## src/hdl/aefcc_pkg.sv

```systemverilog
// ----------------------------------------------------------------------------
// aefcc_pkg
// Shared constants and CRC helpers for the encoder frame checker.
// ----------------------------------------------------------------------------
package aefcc_pkg;

    localparam int unsigned BYTE_W    = 8;
    localparam int unsigned POS_W     = 22;
    localparam int unsigned CRC_DATA_W = 26;
    localparam int unsigned IDX_W     = 3;

    // frame byte index codes
    localparam logic [IDX_W-1:0] IDX_FIRST = 3'd1;
    localparam logic [IDX_W-1:0] IDX_LAST  = 3'd5;
    localparam logic [IDX_W-1:0] IDX_IDLE  = 3'd6;

    localparam logic [31:0] CRC_POLY = 32'hDB00_0000;

    typedef logic [CRC_DATA_W-1:0][7:0] t_crc_cols;

    // Bitwise long division as the encoder does it; used at elaboration only.
    function automatic logic [7:0] crc_rem(input logic [31:0] word);
        logic [31:0] w;
        w = word;
        for (int k = 0; k < 31; k++) begin
            if (w[31]) w = w ^ CRC_POLY;
            w = {w[30:0], 1'b0};
        end
        if (w[31]) w = w ^ CRC_POLY;
        return w[31:24];
    endfunction

    function automatic t_crc_cols crc_cols_init();
        t_crc_cols cols;
        for (int i = 0; i < CRC_DATA_W; i++) begin
            cols[i] = crc_rem(32'd1 << i);
        end
        return cols;
    endfunction

    // remainder of each single data bit; the division is linear in GF(2)
    localparam t_crc_cols CRC_COLS = crc_cols_init();

    function automatic logic [7:0] crc_calc(input logic [CRC_DATA_W-1:0] data);
        logic [7:0] r;
        r = '0;
        for (int i = 0; i < CRC_DATA_W; i++) begin
            if (data[i]) r = r ^ CRC_COLS[i];
        end
        return r;
    endfunction

endpackage

```

## src/hdl/absolute_encoder_frame_crc_check_top.sv

```systemverilog
// ----------------------------------------------------------------------------
// absolute_encoder_frame_crc_check_top
// Collects a six-byte encoder frame, checks its CRC7 and holds the position.
// ----------------------------------------------------------------------------
// Usage:
//   Input channel (i_valid / o_stall) carries one received byte per beat;
//   i_frame_start marks byte 0, whose contents are ignored. Bytes 1..5
//   follow. Bytes without a start mark outside a frame are dropped, and a
//   start mark always restarts the frame.
//   Output channel (o_valid / i_stall) carries one result beat per frame,
//   loaded into the result register at the edge that takes byte 5, so the
//   beat shows in the cycle after byte 5 is taken.
//   Each beat shows the flags, crc_ok and the held position, which is
//   replaced only when the CRC matches and the valid flag is set.
//   Throughput: one byte per cycle unless stalled. The CRC is an XOR tree over
//   the 26 checked bits, so the whole check fits in the cycle that takes
//   byte 5. o_stall rises only when the result register is full and stalled
//   and the next byte would complete a frame; other bytes are taken meanwhile.
//   Reset (i_rst_n low, synchronous) clears the held position to zero,
//   drops any partial frame and empties the result register.
// ----------------------------------------------------------------------------
module absolute_encoder_frame_crc_check_top
    import aefcc_pkg::*;
(
    input  logic              i_clk,
    input  logic              i_rst_n,
    input  logic              i_valid,
    output logic              o_stall,
    input  logic [BYTE_W-1:0] i_rx_byte,
    input  logic              i_frame_start,
    output logic              o_valid,
    input  logic              i_stall,
    output logic [POS_W-1:0]  o_position,
    output logic              o_crc_ok,
    output logic              o_position_valid,
    output logic              o_synchronized,
    output logic              o_zero_point_default,
    output logic              o_stale_data,
    output logic              o_position_updated
);

    logic [IDX_W-1:0]   r_idx;
    logic [31:0]        r_frame;      // bytes 1..4, byte 1 highest
    logic [POS_W-1:0]   r_held_pos;
    logic               r_out_valid;
    logic [5:0]         r_out_flags;

    logic               accept;
    logic               last_beat;
    logic [BYTE_W-1:0]  b1, b2, b3, b4;
    logic [CRC_DATA_W-1:0] crc_bits;
    logic [7:0]         crc_val;
    logic               n_ok;
    logic               n_upd;
    logic [POS_W-1:0]   n_pos;

    assign o_stall   = r_out_valid && i_stall && (r_idx == IDX_LAST);
    assign accept    = i_valid && !o_stall;
    assign last_beat = accept && !i_frame_start && (r_idx == IDX_LAST);

    assign b1 = r_frame[31:24];
    assign b2 = r_frame[23:16];
    assign b3 = r_frame[15:8];
    assign b4 = r_frame[7:0];

    assign crc_bits = {b1[0], b2, b3, b4, i_rx_byte[7]};
    assign crc_val  = crc_calc(crc_bits);
    assign n_ok     = (crc_val == {1'b0, i_rx_byte[6:0]});
    assign n_upd    = n_ok && b2[7];
    assign n_pos    = {b2[5:0], b3, b4};

    always_ff @(posedge i_clk) begin
        if (!i_rst_n) begin
            r_idx       <= IDX_IDLE;
            r_held_pos  <= '0;
            r_out_valid <= 1'b0;
        end else begin
            if (accept) begin
                if (i_frame_start) begin
                    r_idx <= IDX_FIRST;
                end else if (r_idx >= IDX_FIRST && r_idx < IDX_LAST) begin
                    r_idx <= r_idx + 3'd1;
                end else if (r_idx == IDX_LAST) begin
                    r_idx <= IDX_IDLE;
                end
            end
            if (last_beat && n_upd) r_held_pos <= n_pos;
            if (last_beat) begin
                r_out_valid <= 1'b1;
            end else if (!i_stall) begin
                r_out_valid <= 1'b0;
            end
        end
    end

    always_ff @(posedge i_clk) begin
        if (accept && !i_frame_start && r_idx >= IDX_FIRST && r_idx < IDX_LAST) begin
            r_frame <= {r_frame[23:0], i_rx_byte};
        end
        if (last_beat) begin
            r_out_flags <= {n_ok, b2[7], b2[6], b1[0], i_rx_byte[7], n_upd};
        end
    end

    assign o_valid              = r_out_valid;
    assign o_position           = r_held_pos;
    assign o_crc_ok             = r_out_flags[5];
    assign o_position_valid     = r_out_flags[4];
    assign o_synchronized       = r_out_flags[3];
    assign o_zero_point_default = r_out_flags[2];
    assign o_stale_data         = r_out_flags[1];
    assign o_position_updated   = r_out_flags[0];

endmodule

```

## config.mk

```make
export PLATFORM = sky130hd
export DESIGN_NAME = absolute_encoder_frame_crc_check_top
export DESIGN_NICKNAME = d
export VERILOG_FILES = /design/src/hdl/aefcc_pkg.sv /design/src/hdl/absolute_encoder_frame_crc_check_top.sv
export SDC_FILE = /design/constraint.sdc
export NUM_CORES = 1
export LEC_CHECK = 0
export ABC_AREA = 1
export BUFFER_PORTS_ARGS = -buffer_cell sky130_fd_sc_hd__buf_2
export CAP_MARGIN = 20
export CORE_MARGIN = 2
export CORE_UTILIZATION = 29
export CTS_CLUSTER_SIZE = 20
export DETAILED_ROUTE_END_ITERATION = 16
export HOLD_SLACK_MARGIN = 0.06
export PLACE_DENSITY_LB_ADDON = 0.3
export SLEW_MARGIN = 20
export SYNTH_ARGS = -nofsm -noshare
export SYNTH_HDL_FRONTEND = slang
export SYNTH_SLANG_ARGS = --single-unit
```

## constraint.sdc

```tcl
create_clock -name i_clk -period 7 [get_ports i_clk]
set_input_delay 0.7 -clock i_clk [delete_from_list [all_inputs] [get_ports i_clk]]
set_output_delay 0.7 -clock i_clk [all_outputs]
set_load 0.1 [all_outputs]
```

Word level (Yosys, flattened, before mapping)
Index checks and enable logic that the tools add are counted.
- bits in registers: 57
- output and inout bits: 30
- $lt $le $gt $ge: 2
- reduce and logical (&&, ||, !) cells: 14
- bitwise logic cells: 25
- equality and inequality tests: 3
- add/sub/neg operators: 1
- mux-type cells: 31
- operators by type and width (kind ; number):
    2-to-1 mux 7 bit ; 8
    NOT 5 bit ; 5
    NOT 1 bit ; 20
    2-to-1 mux 3 bit ; 6
    2-to-1 mux 6 bit ; 3
    2-to-1 mux 5 bit ; 3
    2-to-1 mux 4 bit ; 3
    logical AND 1 bit ; 10
    equality test 7 bit ; 1
    2-to-1 mux 2 bit ; 3
    2-to-1 mux 1 bit ; 5
    adder 3 x 1 -> 3 bit, second input constant ; 1
    equality test 3 bit, second input constant ; 1
    >= comparator 3 x 1 -> 1 bit, second input constant ; 1
    < comparator 3 bit, second input constant ; 1
    nonzero test 3 bit ; 1
    logical NOT 1 bit ; 2
    inequality test 2 x 1 -> 1 bit, second input constant ; 1
    AND reduction 2 bit ; 1

Logic depth before layout (Yosys ltp)
Gate-level depths: netlist of the first run.
- word-level depth: 37
- depth in mapped cells: 18

Least setup slack after synthesis of the first run
OpenSTA, ideal clock, no wires.
- path type: register to register
- start point: register r_out_valid, in the netlist o_valid
- end point: register r_frame[0] (enable)
- data arrival time: 2775 ps
- cell stages (with the launch flop): 4
- required time: 6561 ps
- slack: 3787 ps
- setup time: 439 ps
- cells stage by stage: dfxtp_1 -> nand2_1 -> o21ai_0 -> nor3_1
- word-level cells in the longest chain between the ends: 7
- ends and longest elaborated chain (what ; RTL line ; RTL):
    from (decl) ; absolute_encoder_frame_crc_check_top.sv:45 ; logic r_out_valid;
    from (signal assigned) ; absolute_encoder_frame_crc_check_top.sv:76 ; r_out_valid <= 1'b0;
    from (signal assigned) ; absolute_encoder_frame_crc_check_top.sv:89 ; r_out_valid <= 1'b1;
    from (signal assigned) ; absolute_encoder_frame_crc_check_top.sv:91 ; r_out_valid <= 1'b0;
    logical AND 1 bit (2 in series) ; absolute_encoder_frame_crc_check_top.sv:57 ; assign o_stall = r_out_valid && i_stall && (r_idx == IDX_LAST);
    logical NOT 1 bit ; absolute_encoder_frame_crc_check_top.sv:58 ; assign accept = i_valid && !o_stall;
    logical AND 1 bit ; absolute_encoder_frame_crc_check_top.sv:58 ;
    logical AND 1 bit (3 in series) ; absolute_encoder_frame_crc_check_top.sv:97 ; if (accept && !i_frame_start && r_idx >= IDX_FIRST && r_idx < IDX_LAST) begin
    to (signal assigned) ; absolute_encoder_frame_crc_check_top.sv:98 ; r_frame <= {r_frame[23:0], i_rx_byte};
    to (decl) ; absolute_encoder_frame_crc_check_top.sv:43 ; logic [31:0] r_frame;
No other way between the ends.
A chain may end at the register's enable or synchronous reset.

Final worst setup path of the first run
- start point: register r_idx[1]
- end point: register r_held_pos[10], in the netlist o_position[10]
- word-level cells in the longest chain between the ends: 7
- ends and longest elaborated chain (what ; RTL line ; RTL):
    from (decl) ; absolute_encoder_frame_crc_check_top.sv:42 ; logic [IDX_W-1:0] r_idx;
    from (signal assigned) ; absolute_encoder_frame_crc_check_top.sv:82 ; r_idx <= r_idx + 3'd1;
    equality test 3 bit (*) ; absolute_encoder_frame_crc_check_top.sv:57, absolute_encoder_frame_crc_check_top.sv:59 ;
    logical AND 1 bit ; absolute_encoder_frame_crc_check_top.sv:57 ;
    logical NOT 1 bit ; absolute_encoder_frame_crc_check_top.sv:58 ;
    logical AND 1 bit ; absolute_encoder_frame_crc_check_top.sv:58 ;
    logical AND 1 bit ; absolute_encoder_frame_crc_check_top.sv:59 ; assign last_beat = accept && !i_frame_start && (r_idx == IDX_LAST);
    logical AND 1 bit (*) ; absolute_encoder_frame_crc_check_top.sv:59 ;
    logical AND 1 bit (*) ; absolute_encoder_frame_crc_check_top.sv:87 ; if (last_beat && n_upd) r_held_pos <= n_pos;
    to (signal assigned) ; absolute_encoder_frame_crc_check_top.sv:87 ;
    to (decl) ; absolute_encoder_frame_crc_check_top.sv:44 ; logic [POS_W-1:0] r_held_pos;
Every way passes the cells marked *; elsewhere a longest branch is shown, timed or not.

==> results_dict.tcl, run 1 <==
set metrics [dict create \
    syn-cell-area_um2 3210 \
    hold_depth 0 \
    min_to "r_frame[10]$_DFFE_PP_" \
    critPathMaxStageDelay_ps 690 \
    fmax_mhz 355 \
    cts_tree "built" \
    whs_ps 478 \
    synth.yosys.seq_area_share_pct 45.2 \
    drc 0 \
    synthFlopType "edfxtp_1" \
    swShare_pct 27.1 \
    vias_per_cell 4.26 \
    fin_crit_ps 2810 \
    crit-reg2reg-capture "o_position[10]$_SDFFE_PN0P_" \
    synthArstFlopShare_pct 0 \
    fin_crit_sh_pct 40.2 \
    hp-class "register to register" \
    max-slew-margin-rel_pct 37.7 \
    vias 2649 \
    place_inst 606 \
    leakage_nw 1.87 \
    ys_types 30 \
    ys_seq_elements 57 \
    pwr-share-comb_pct 10.9 \
    synth_edf_count 31 \
    setup_violations 0 \
    dp_hpwl_mm 5.24 \
    syn-instance-count 438 \
    cts_setup_buffers 0 \
    yosysWarnings 0 \
    tns_ps 0 \
    seqPwrFrac_pct 52.9 \
    rsz0062_at_grt "no" \
    worst_slack_ps 4190 \
    ant_nets 0 \
    root_buffer "clkbuf_8" \
    clock_latency_ps 340 \
    finalNetCount 492 \
    first_pass_iters 4 \
    reg2reg_slack_ps 4190 \
    reg2reg_depth 11 \
    avgSynthCellArea_um2 7.33 \
    cp.required_ps 7280 \
    grt_pass1_vias 2359 \
    min_from "r_frame[2]$_DFFE_PP_" \
    grt_start_max_net_pins 30 \
    crit_path_end_kind "register" \
    cts-resized-gates 0 \
    wire_per_inst_um 11.3 \
    totalWireLength_mm 7.04 \
    mostFrequentLayoutCell "nand2_1" \
    cpMaxStageDelayCell "inv_1" \
    gp_congestion 0.870 \
    grt.total_usage_pct 12.8 \
    slew_viol_final 0 \
    path_class "register to register" \
    maxCapViolations 0 \
    rows 38 \
    power_switching_uw 189 \
    hold_viol 0 \
    mappedNetlistNets 453 \
    ir_worst_vdd_v 0.0000583 \
    status "finished clean" \
    pre_cts_slack_ps 4040 \
    ctsHoldBuffers 0 \
    total_power_uw 700 \
    intPower_uw 510 \
    clock_sinks 57 \
    p_per_area_nw_per_um2 191 \
    die_y_um 109 \
    r2r-start "r_idx[1]$_SDFFE_PN1P_" \
    final_cell_mix "nand2_1, inv_1, buf_2" \
    clock-skew-final_ps 7.11 \
    crit_chain "inv_1 > ha_1 > nand2_1 > o21ai_0 > nor2_1 > nand2_1 > inv_1 > nand4_4 > nand2_2 > inv_1 > nor2_1" \
    cp-start-kind "register" \
    layout.cells.non_filler 622 \
    core_area_um2 10800 \
    clkPwrFrac_pct 36.2 \
    port_buffers 42 \
    syn2layout_area_growth_pct 14.1 \
    die_area_um2 11900 \
    start_util_pct 29.6 \
    clk_pin_slew_ps 70 \
    crit_top_cell "inv_1" \
    diodes 0 \
    ctsLongestPathBuffers 2 \
    grt_overflow 0 \
    drive_above_1_share_pct 18.7 \
    htreeDepth 3 \
    cts_buffers 9 \
    antenna_found_initial 0 \
    ioPinCount 43 \
    grt_pass1_wl_mm 11.3 \
    fp.dieW_um 109 \
    cp.arrival_ps 3090 \
    drtIter0Drc 148 \
    tightest_slew_ps 934 \
    critPathMaxFanout 29 \
]
## worst max path at each step
| stage | from | end | slack, ps | cells past startpoint |
|---|---|---|---|---|
| floorplan | o_valid$_SDFFE_PN0P_ | r_frame[0]$_DFFE_PP_ | 3790 | 3 |
| global placement | i_stall | o_position[5]$_SDFFE_PN0P_ | 4130 | 10 |
| detailed placement | i_stall | o_position[10]$_SDFFE_PN0P_ | 4040 | 10 |
| CTS | r_idx[1]$_SDFFE_PN1P_ | o_position[10]$_SDFFE_PN0P_ | 4170 | 11 |
| global route | r_idx[1]$_SDFFE_PN1P_ | o_position[17]$_SDFFE_PN0P_ | 3810 | 11 |
| finish | r_idx[1]$_SDFFE_PN1P_ | o_position[10]$_SDFFE_PN0P_ | 4190 | 11 |
## state kept, by name (all words and copies together) (netlist names)
| register | count |
|---|---|
| o_position | 22 |
| r_out_flags | 6 |
| r_idx | 3 |
| o_valid | 1 |
| r_frame | 25 |
## per-stage QoR
step           util (%)  cell area [µm²]
2_1_floorplan         -             3210
3_3_place_gp       32.4             3510
6_report           33.8             3660
3_5_place_dp       32.4             3510
4_1_cts            33.8             3660
5_1_grt            33.8             3660
## power by group through the flow
| stage | clock network, mW | logic, mW | registers (mW) |
|---|---|---|---|
| floorplan | 0 | 0.0598 | 0.375 |
| global placement | 0 | 0.0749 | 0.377 |
| detailed placement | 0 | 0.0764 | 0.378 |
| CTS | 0.263 | 0.0768 | 0.370 |
| global route | 0.278 | 0.0875 | 0.371 |
| finish | 0.253 | 0.0761 | 0.370 |
## worst max-delay path, delay by kind of cell, from the launching register on
| family | cells | cell delay, ps |
|---|---|---|
| adders and majority gates | 1 | 190 |
| AOI/OAI and AO/OA | 1 | 160 |
| and+or+nand+nor | 6 | 1210 |
| DFF | 1 | 370 |
| buffers and inverters | 3 | 810 |
## cell type report
| type | instances | area, µm² |
|---|---|---|
| fillers | 1146 | 7180 |
| flip-flops and latches | 57 | 1450 |
| multi-input cells | 269 | 1300 |
| inverters | 97 | 364 |
| repair buffers | 43 | 218 |
| well taps | 140 | 175 |
| clock buffers | 11 | 131 |
| clock inverters | 5 | 22.5 |
## Yosys cell counts, types with 2 or more instances
cell type	n	share of area, %
ha_1	2	0.78
inv_1	92	11
nand3b_1	2	0.47
inv_2	4	0.47
dfxtp_1	26	16
o21ai_0	3	0.47
clkbuf_1	2	0.23
nand4_1	23	4.5
buf_1	5	0.58
nor2_4	2	0.70
buf_6	4	1.4
nor3_1	2	0.31
nor2_1	36	4.2
buf_4	3	0.70
nand3_1	16	2.5
nand2_2	22	4.3
xnor2_1	5	1.4
nand2_1	139	16
o211ai_1	2	0.47
edfxtp_1	31	29
nor2_2	3	0.58
xor2_1	6	1.6
## metal layers
metal / wire (µm) / share of wire (%) / up-vias / global-route usage (%)
met5: 0 / 0 / - / 0
met4: 165 / 2.3 / 0 / 6.78
met3: 485 / 6.9 / 14 / 3.41
met2: 3160 / 45 / 58 / 19.5
met1: 3230 / 46 / 1170 / 16.5
li1: - / - / 1407 / -
## cell families after synthesis
kind of cell	Yosys count	synth area share, %
AOI/OAI and AO/OA	6	1.17
xor gates and xnor gates	11	3.00
adders and majority gates	2	0.779
buffers and inverters	112	14.4
DFF	57	45.2
and+or+nand+nor	250	35.4
(Power assumes the default switching activity.)
==> run 2: changes to the inputs <==
Settings changed: ABC_AREA 1 to 0.
Clock period 7 ns to 2.7 ns, I/O delays scaled along.
==> run 2 against run 1 <==
Clock skew rose by 2.0 ps. Hold slack lost 340 ps. Synthesized cell count down 56%. Non-clock buffer count is 9 higher. Critical path depth shrank 4. Synthesized area down 26%.
==> results_dict.tcl, run 2 <==
set metrics [dict create \
    status "finished clean" \
    synth.yosys.seq_area_share_pct 61.4 \
    first_pass_iters 4 \
    core_area_um2 7810 \
    p_per_area_nw_per_um2 601 \
    ys_seq_elements 57 \
    antenna_found_initial 0 \
    cp-start-kind "register" \
    leakage_nw 1.31 \
    grtUsageMet2_pct 16.3 \
    total_power_mw 1.77 \
    drive_above_1_share_pct 28.6 \
    fmax_mhz 386 \
    diodes 0 \
    mappedNetlistNets 209 \
    crit_path_end_kind "register" \
    syn-cell-area_um2 2360 \
    gp_congestion 0.713 \
    vias 1560 \
    htreeDepth 3 \
    drc 0 \
    clock_latency_ps 330 \
    synthFlopType "edfxtp_1" \
    setup_violations 0 \
    grt_overflow 0 \
    critPathMaxStageDelay_ps 440 \
    grt_busiest_layer "met2" \
    clock_sinks 57 \
    path_class "register to register" \
    cp_num_buf_inv 1 \
    ir_worst_vdd_v 0.000193 \
    fin_crit_ps 2590 \
    root_buffer "clkbuf_8" \
    placed_cell_area_um2 2690 \
    fp.dieW_um 94.3 \
    wire_per_inst_um 13.2 \
    ctsLongestPathBuffers 2 \
    cp.required_ps 2920 \
    mostFrequentLayoutCell "nand2_1" \
    maxCapViolations 0 \
    design_area_um2 2940 \
    synth_area_leader_cell "edfxtp_1" \
    final_cell_mix "nand2_1, buf_2, edfxtp_1" \
    clk_pin_slew_ps 70 \
    clock-skew-final_ps 9.11 \
    ant_nets 0 \
    largest_reg_flops 25 \
    yosys-top-cells-count "nand2_1, edfxtp_1, dfxtp_1, mux2i_1, xnor2_1" \
    yosysWarnings 0 \
    synth_top_area_share_pct 39.4 \
    grt_pass1_wl_mm 7.27 \
    hold_viol 0 \
    cp.arrival_ps 2810 \
    port_buffers 42 \
    synth_area_leaders "edfxtp_1, dfxtp_1, mux2i_1, xnor2_1, nand2_1" \
    critPathMaxFanout 11 \
    tightest_slew_ps 811 \
    crit_chain "xnor3_2 > xnor2_2 > or4_1 > a222oi_1 > nand3_2 > buf_6 > mux2i_1" \
    grt_pass1_vias 1489 \
    grt.total_usage_pct 11.2 \
    grt_start_max_net_pins 49 \
    cts_tree "built" \
    fin_crit_sh_pct 96.1 \
    syn2layout_area_growth_pct 24.3 \
    tns_ps 0 \
    totalWireLength_mm 4.71 \
    die_area_um2 8880 \
    cts_buffers 9 \
    cpMaxStageDelayCell "a222oi_1" \
    syn-instance-count 194 \
    use_met1_pct 14.4 \
    synth_edf_count 31 \
    max-slew-margin-rel_pct 45.9 \
    whs_ps 141 \
    ioPinCount 43 \
    place_inst 335 \
    finalNetCount 265 \
    avgSynthCellArea_um2 12.2 \
    vias_per_cell 4.37 \
    yosysMostFrequentCell "nand2_1" \
    crit_family "simple AND/OR/NAND/NOR gates" \
    layout.cells.non_filler 357 \
    largest_register "r_frame" \
    drtIter0Drc 38 \
    dp_hpwl_mm 3.16 \
    ys_types 33 \
    die_y_um 94.3 \
    start_util_pct 30.3 \
    grtUsageMet3_pct 3.69 \
    slew_viol_final 0 \
    rows 32 \
    hp-class "input port to register" \
    synthArstFlopShare_pct 0 \
]
## run 2: cell types whose count changed after synthesis, moves of 11 or more
cell	previous run	this run
mux2i_1	0	22
xnor2_1	5	20
nand4_1	23	1
nor2_1	36	2
nand2_1	139	46
nand3_1	16	5
nand2_2	22	0
inv_1	92	5
## run 2: metrics by stage
step / util, % / setup slack (ps)
2_1_floorplan: - / 222
5_1_grt: 37.6 / -0.0466
3_5_place_dp: 34.4 / 111
4_1_cts: 36.5 / 74.6
6_report: 37.6 / 106
3_3_place_gp: 34.4 / 155
## run 2: area by class of cell
| type | count | area, µm² |
|---|---|---|
| Clock buffer | 9 | 124 |
| Clock inverter | 7 | 37.5 |
| Fill cell | 798 | 4870 |
| Inverter | 5 | 18.8 |
| Multi-Input combinational cell | 125 | 858 |
| Sequential cell | 57 | 1450 |
| Tap cell | 102 | 128 |
| Timing Repair Buffer | 52 | 319 |
## run 2: routing by layer
metal	part of all wire, %	vias to the layer above	wire, µm
met5	0	-	0
met4	2.0	0	96
met3	5.1	7	240
met2	45	35	2120
met1	48	738	2250
li1	-	780	-
## run 2: what timing repair did
item                                    in CTS  in global routing
buffers inserted                             0                  5
endpoints found under the setup margin       0                 22
hold buffers                                 0                  0
resized for setup                            0                  5
## run 2: path summary, 6_finish.rpt
| check | start | endpoint | slack [ps] | depth (start not counted) |
|---|---|---|---|---|
| max | r_frame[17]$_DFFE_PP_ | o_position[15]$_SDFFE_PN0P_ | 110 | 7 |
| min | i_rx_byte[1] | r_frame[1]$_DFFE_PP_ | 140 | 1 |
| max reg2reg | r_frame[17]$_DFFE_PP_ | o_position[15]$_SDFFE_PN0P_ | 110 | 7 |
| min reg2reg | o_position[0]$_SDFFE_PN0P_ | o_position[0]$_SDFFE_PN0P_ | 460 | 2 |
## run 2: worst register-to-register path: stages, from the launching register on
cell	delay, ps
edfxtp_1	420
xnor3_2	430
xnor2_2	160
or4_1	410
a222oi_1	440
nand3_2	270
buf_6	240
mux2i_1	130
## run 2: power by group
group,switching (mW),internal (mW)
combinational,0.0833,0.0703
clock,0.330,0.320
sequential,0.0222,0.940
total,0.435,1.33
## run 2: logic make-up (layout without fill, tap and decap cells)
logic type               count (synthesis)  in the layout  share of synthesized area, %
AND/OR/NAND/NOR                         65             65                          12.2
flip-flops                              57             57                          61.4
XOR/XNOR                                23             23                          9.80
multiplexers                            22             22                          9.32
AO/OA/AOI/OAI                           13             13                          3.65
buffers and inverters                   12             73                          2.54
adder cells (fa/ha/maj)                  2              2                          1.06
==> run 3: changes to the inputs <==
==> constraint.sdc (replaced) <==
create_clock -name i_clk -period 2.2 [get_ports i_clk]
set_input_delay 0.22 -clock i_clk [delete_from_list [all_inputs] [get_ports i_clk]]
set_output_delay 0.22 -clock i_clk [all_outputs]
set_load 0.01 [all_outputs]
==> run 3 against run 2 <==
The run now ends with negative setup slack left. Sequential share of layout area fell by 3.6 points. Hold slack got worse by 38 ps. Combinational power grew 29%. Via count increased by 2.8%. Setup slack got worse by 290 ps. Clock power is 94% higher. Final cell count rose by 4.5%. Fmax up 9.0%. Utilization up 3.0 points. Wire length decreased by 0.36%. Total power is 49% higher. Critical path depth is 1 higher.
==> results_dict.tcl, run 3 (synthesis results as in run 2) <==
set metrics [dict create \
    status "finished with violations" \
    violations "negative setup slack" \
    port_buffers 42 \
    grt_pass1_vias 1522 \
    grt_overflow 0 \
    ioPinCount 43 \
    final_cell_mix "nand2_1, buf_2, edfxtp_1" \
    critPathCapture "o_position[7]$_SDFFE_PN0P_" \
    slew_viol_final 0 \
    p_per_area_nw_per_um2 831 \
    mostFrequentLayoutCell "nand2_1" \
    ir_worst_vdd_v 0.000321 \
    ant_nets 0 \
    fmax_mhz 420 \
    critPathLaunch "r_frame[17]$_DFFE_PP_" \
    drc 0 \
    die_area_um2 8880 \
    clock-skew-final_ps 6.83 \
    clock_sinks 57 \
    min_from "i_rx_byte[1]" \
    leakage_nw 1.44 \
    clk_pin_slew_ps 70 \
    worst_slack_ps -181 \
    ctsLongestPathBuffers 2 \
    hold_viol 0 \
    place_inst 352 \
    total_power_mw 2.64 \
    die_y_um 94.3 \
    setup_violations 24 \
    grt_start_max_net_pins 26 \
    grt.total_usage_pct 11.5 \
    syn2layout_area_growth_pct 34.2 \
    path_class "register to register" \
    cts_tree "built" \
    whs_ps 103 \
    vias_per_cell 4.30 \
    rows 32 \
    hp-class "input port to register" \
    wire_per_inst_um 12.6 \
    dp_hpwl_mm 3.26 \
    cp-start-kind "register" \
    htreeDepth 3 \
    crit_path_end_kind "register" \
    fp.dieW_um 94.3 \
    tightest_slew_ps 541 \
    root_buffer "clkbuf_8" \
    gp_congestion 0.737 \
    cp.required_ps 2420 \
    antenna_found_initial 0 \
    fin_crit_ps 2380 \
    hold_depth 1 \
    drtIter0Drc 75 \
    largest_reg_flops 25 \
    diodes 0 \
    reg2reg_depth 8 \
    clock_latency_ps 330 \
    layout.cells.non_filler 373 \
    first_pass_iters 4 \
    cp.arrival_ps 2600 \
    rsz0062_at_grt "yes" \
    reg2reg_slack_ps -180 \
    crit-reg2reg-capture "o_position[7]$_SDFFE_PN0P_" \
    pre_cts_slack_ps -275 \
    max-slew-margin-rel_pct 63.6 \
    r2r-start "r_frame[17]$_DFFE_PP_" \
    grt_pass1_wl_mm 7.48 \
    finalNetCount 281 \
    nFillCells 779 \
    drive_above_1_share_pct 33.6 \
    ctsHoldBuffers 0 \
    start_util_pct 30.3 \
    fin_crit_sh_pct 108 \
    vias 1603 \
    critPathMaxFanout 19 \
    cts_buffers 9 \
    core_area_um2 7810 \
    maxCapViolations 0 \
    totalWireLength_mm 4.69 \
    largest_register "r_frame" \
]
[run 3: changes by cell type in the layout (fill, tap and decap cells not counted), sizes merged]
cell      change
clkinvlp      -2
buf          +17
bufinv        +2
clkinv        -4
clkbuf        +3
[run 3: metrics by stage]
step / area, µm² / setup TNS, ps / util (%)
2_1_floorplan: 2370 / -3620 / -
3_3_place_gp: 2850 / -4950 / 36.5
3_5_place_dp: 2850 / -5710 / 36.5
4_1_cts: 3160 / -3880 / 40.5
5_1_grt: 3170 / -5900 / 40.6
6_report: 3170 / -3730 / 40.6
[run 3: timing repair]
item                                    4_1_cts  5_1_grt
setup buffers                                 4        2
endpoints found under the setup margin       23       25
pin swaps                                     2        2
cloned                                        0        0
resized for setup                             3        3
[run 3: per-layer routing]
| metal | global-route usage (%) | vias up | share of wire [%] |
|---|---|---|---|
| li1 | - | 817 | - |
| met1 | 14.4 | 749 | 46 |
| met2 | 17.0 | 32 | 46 |
| met3 | 4.41 | 5 | 5.7 |
| met4 | 6.52 | 0 | 1.5 |
| met5 | 0 | - | 0 |
[run 3: final cells by class]
cell class | instances | area, µm² | share of cell area [%]
flip-flops and latches | 57 | 1450 | 45.8
multi-input cells | 125 | 867 | 27.4
repair buffers | 68 | 438 | 13.8
clock buffers | 13 | 201 | 6.36
well taps | 102 | 128 | 4.03
clock inverters | 3 | 65.1 | 2.05
inverters | 5 | 18.8 | 0.592
[run 3: worst max-delay path: stages, from the launching register on]
cell and delay, ps:
edfxtp_1 420, xnor3_2 420, xnor2_2 150, or4_1 400, a222oi_1 320, buf_4 190, nand3_4 70, buf_12 170
mux2i_1 120
[run 3: power breakdown]
part	internal, mW	switching, mW
logic	0.0990	0.100
clock network	0.836	0.424
registers	1.15	0.0234
[run 3: worst min path at each step]
stage,endpoint,slack (ps)
2_1_floorplan,r_frame[0]$_DFFE_PP_,320
3_3_place_gp,r_frame[2]$_DFFE_PP_,430
3_5_place_dp,r_frame[0]$_DFFE_PP_,440
4_1_cts,r_frame[3]$_DFFE_PP_,90
5_1_grt,r_frame[1]$_DFFE_PP_,80
6_report,r_frame[1]$_DFFE_PP_,100
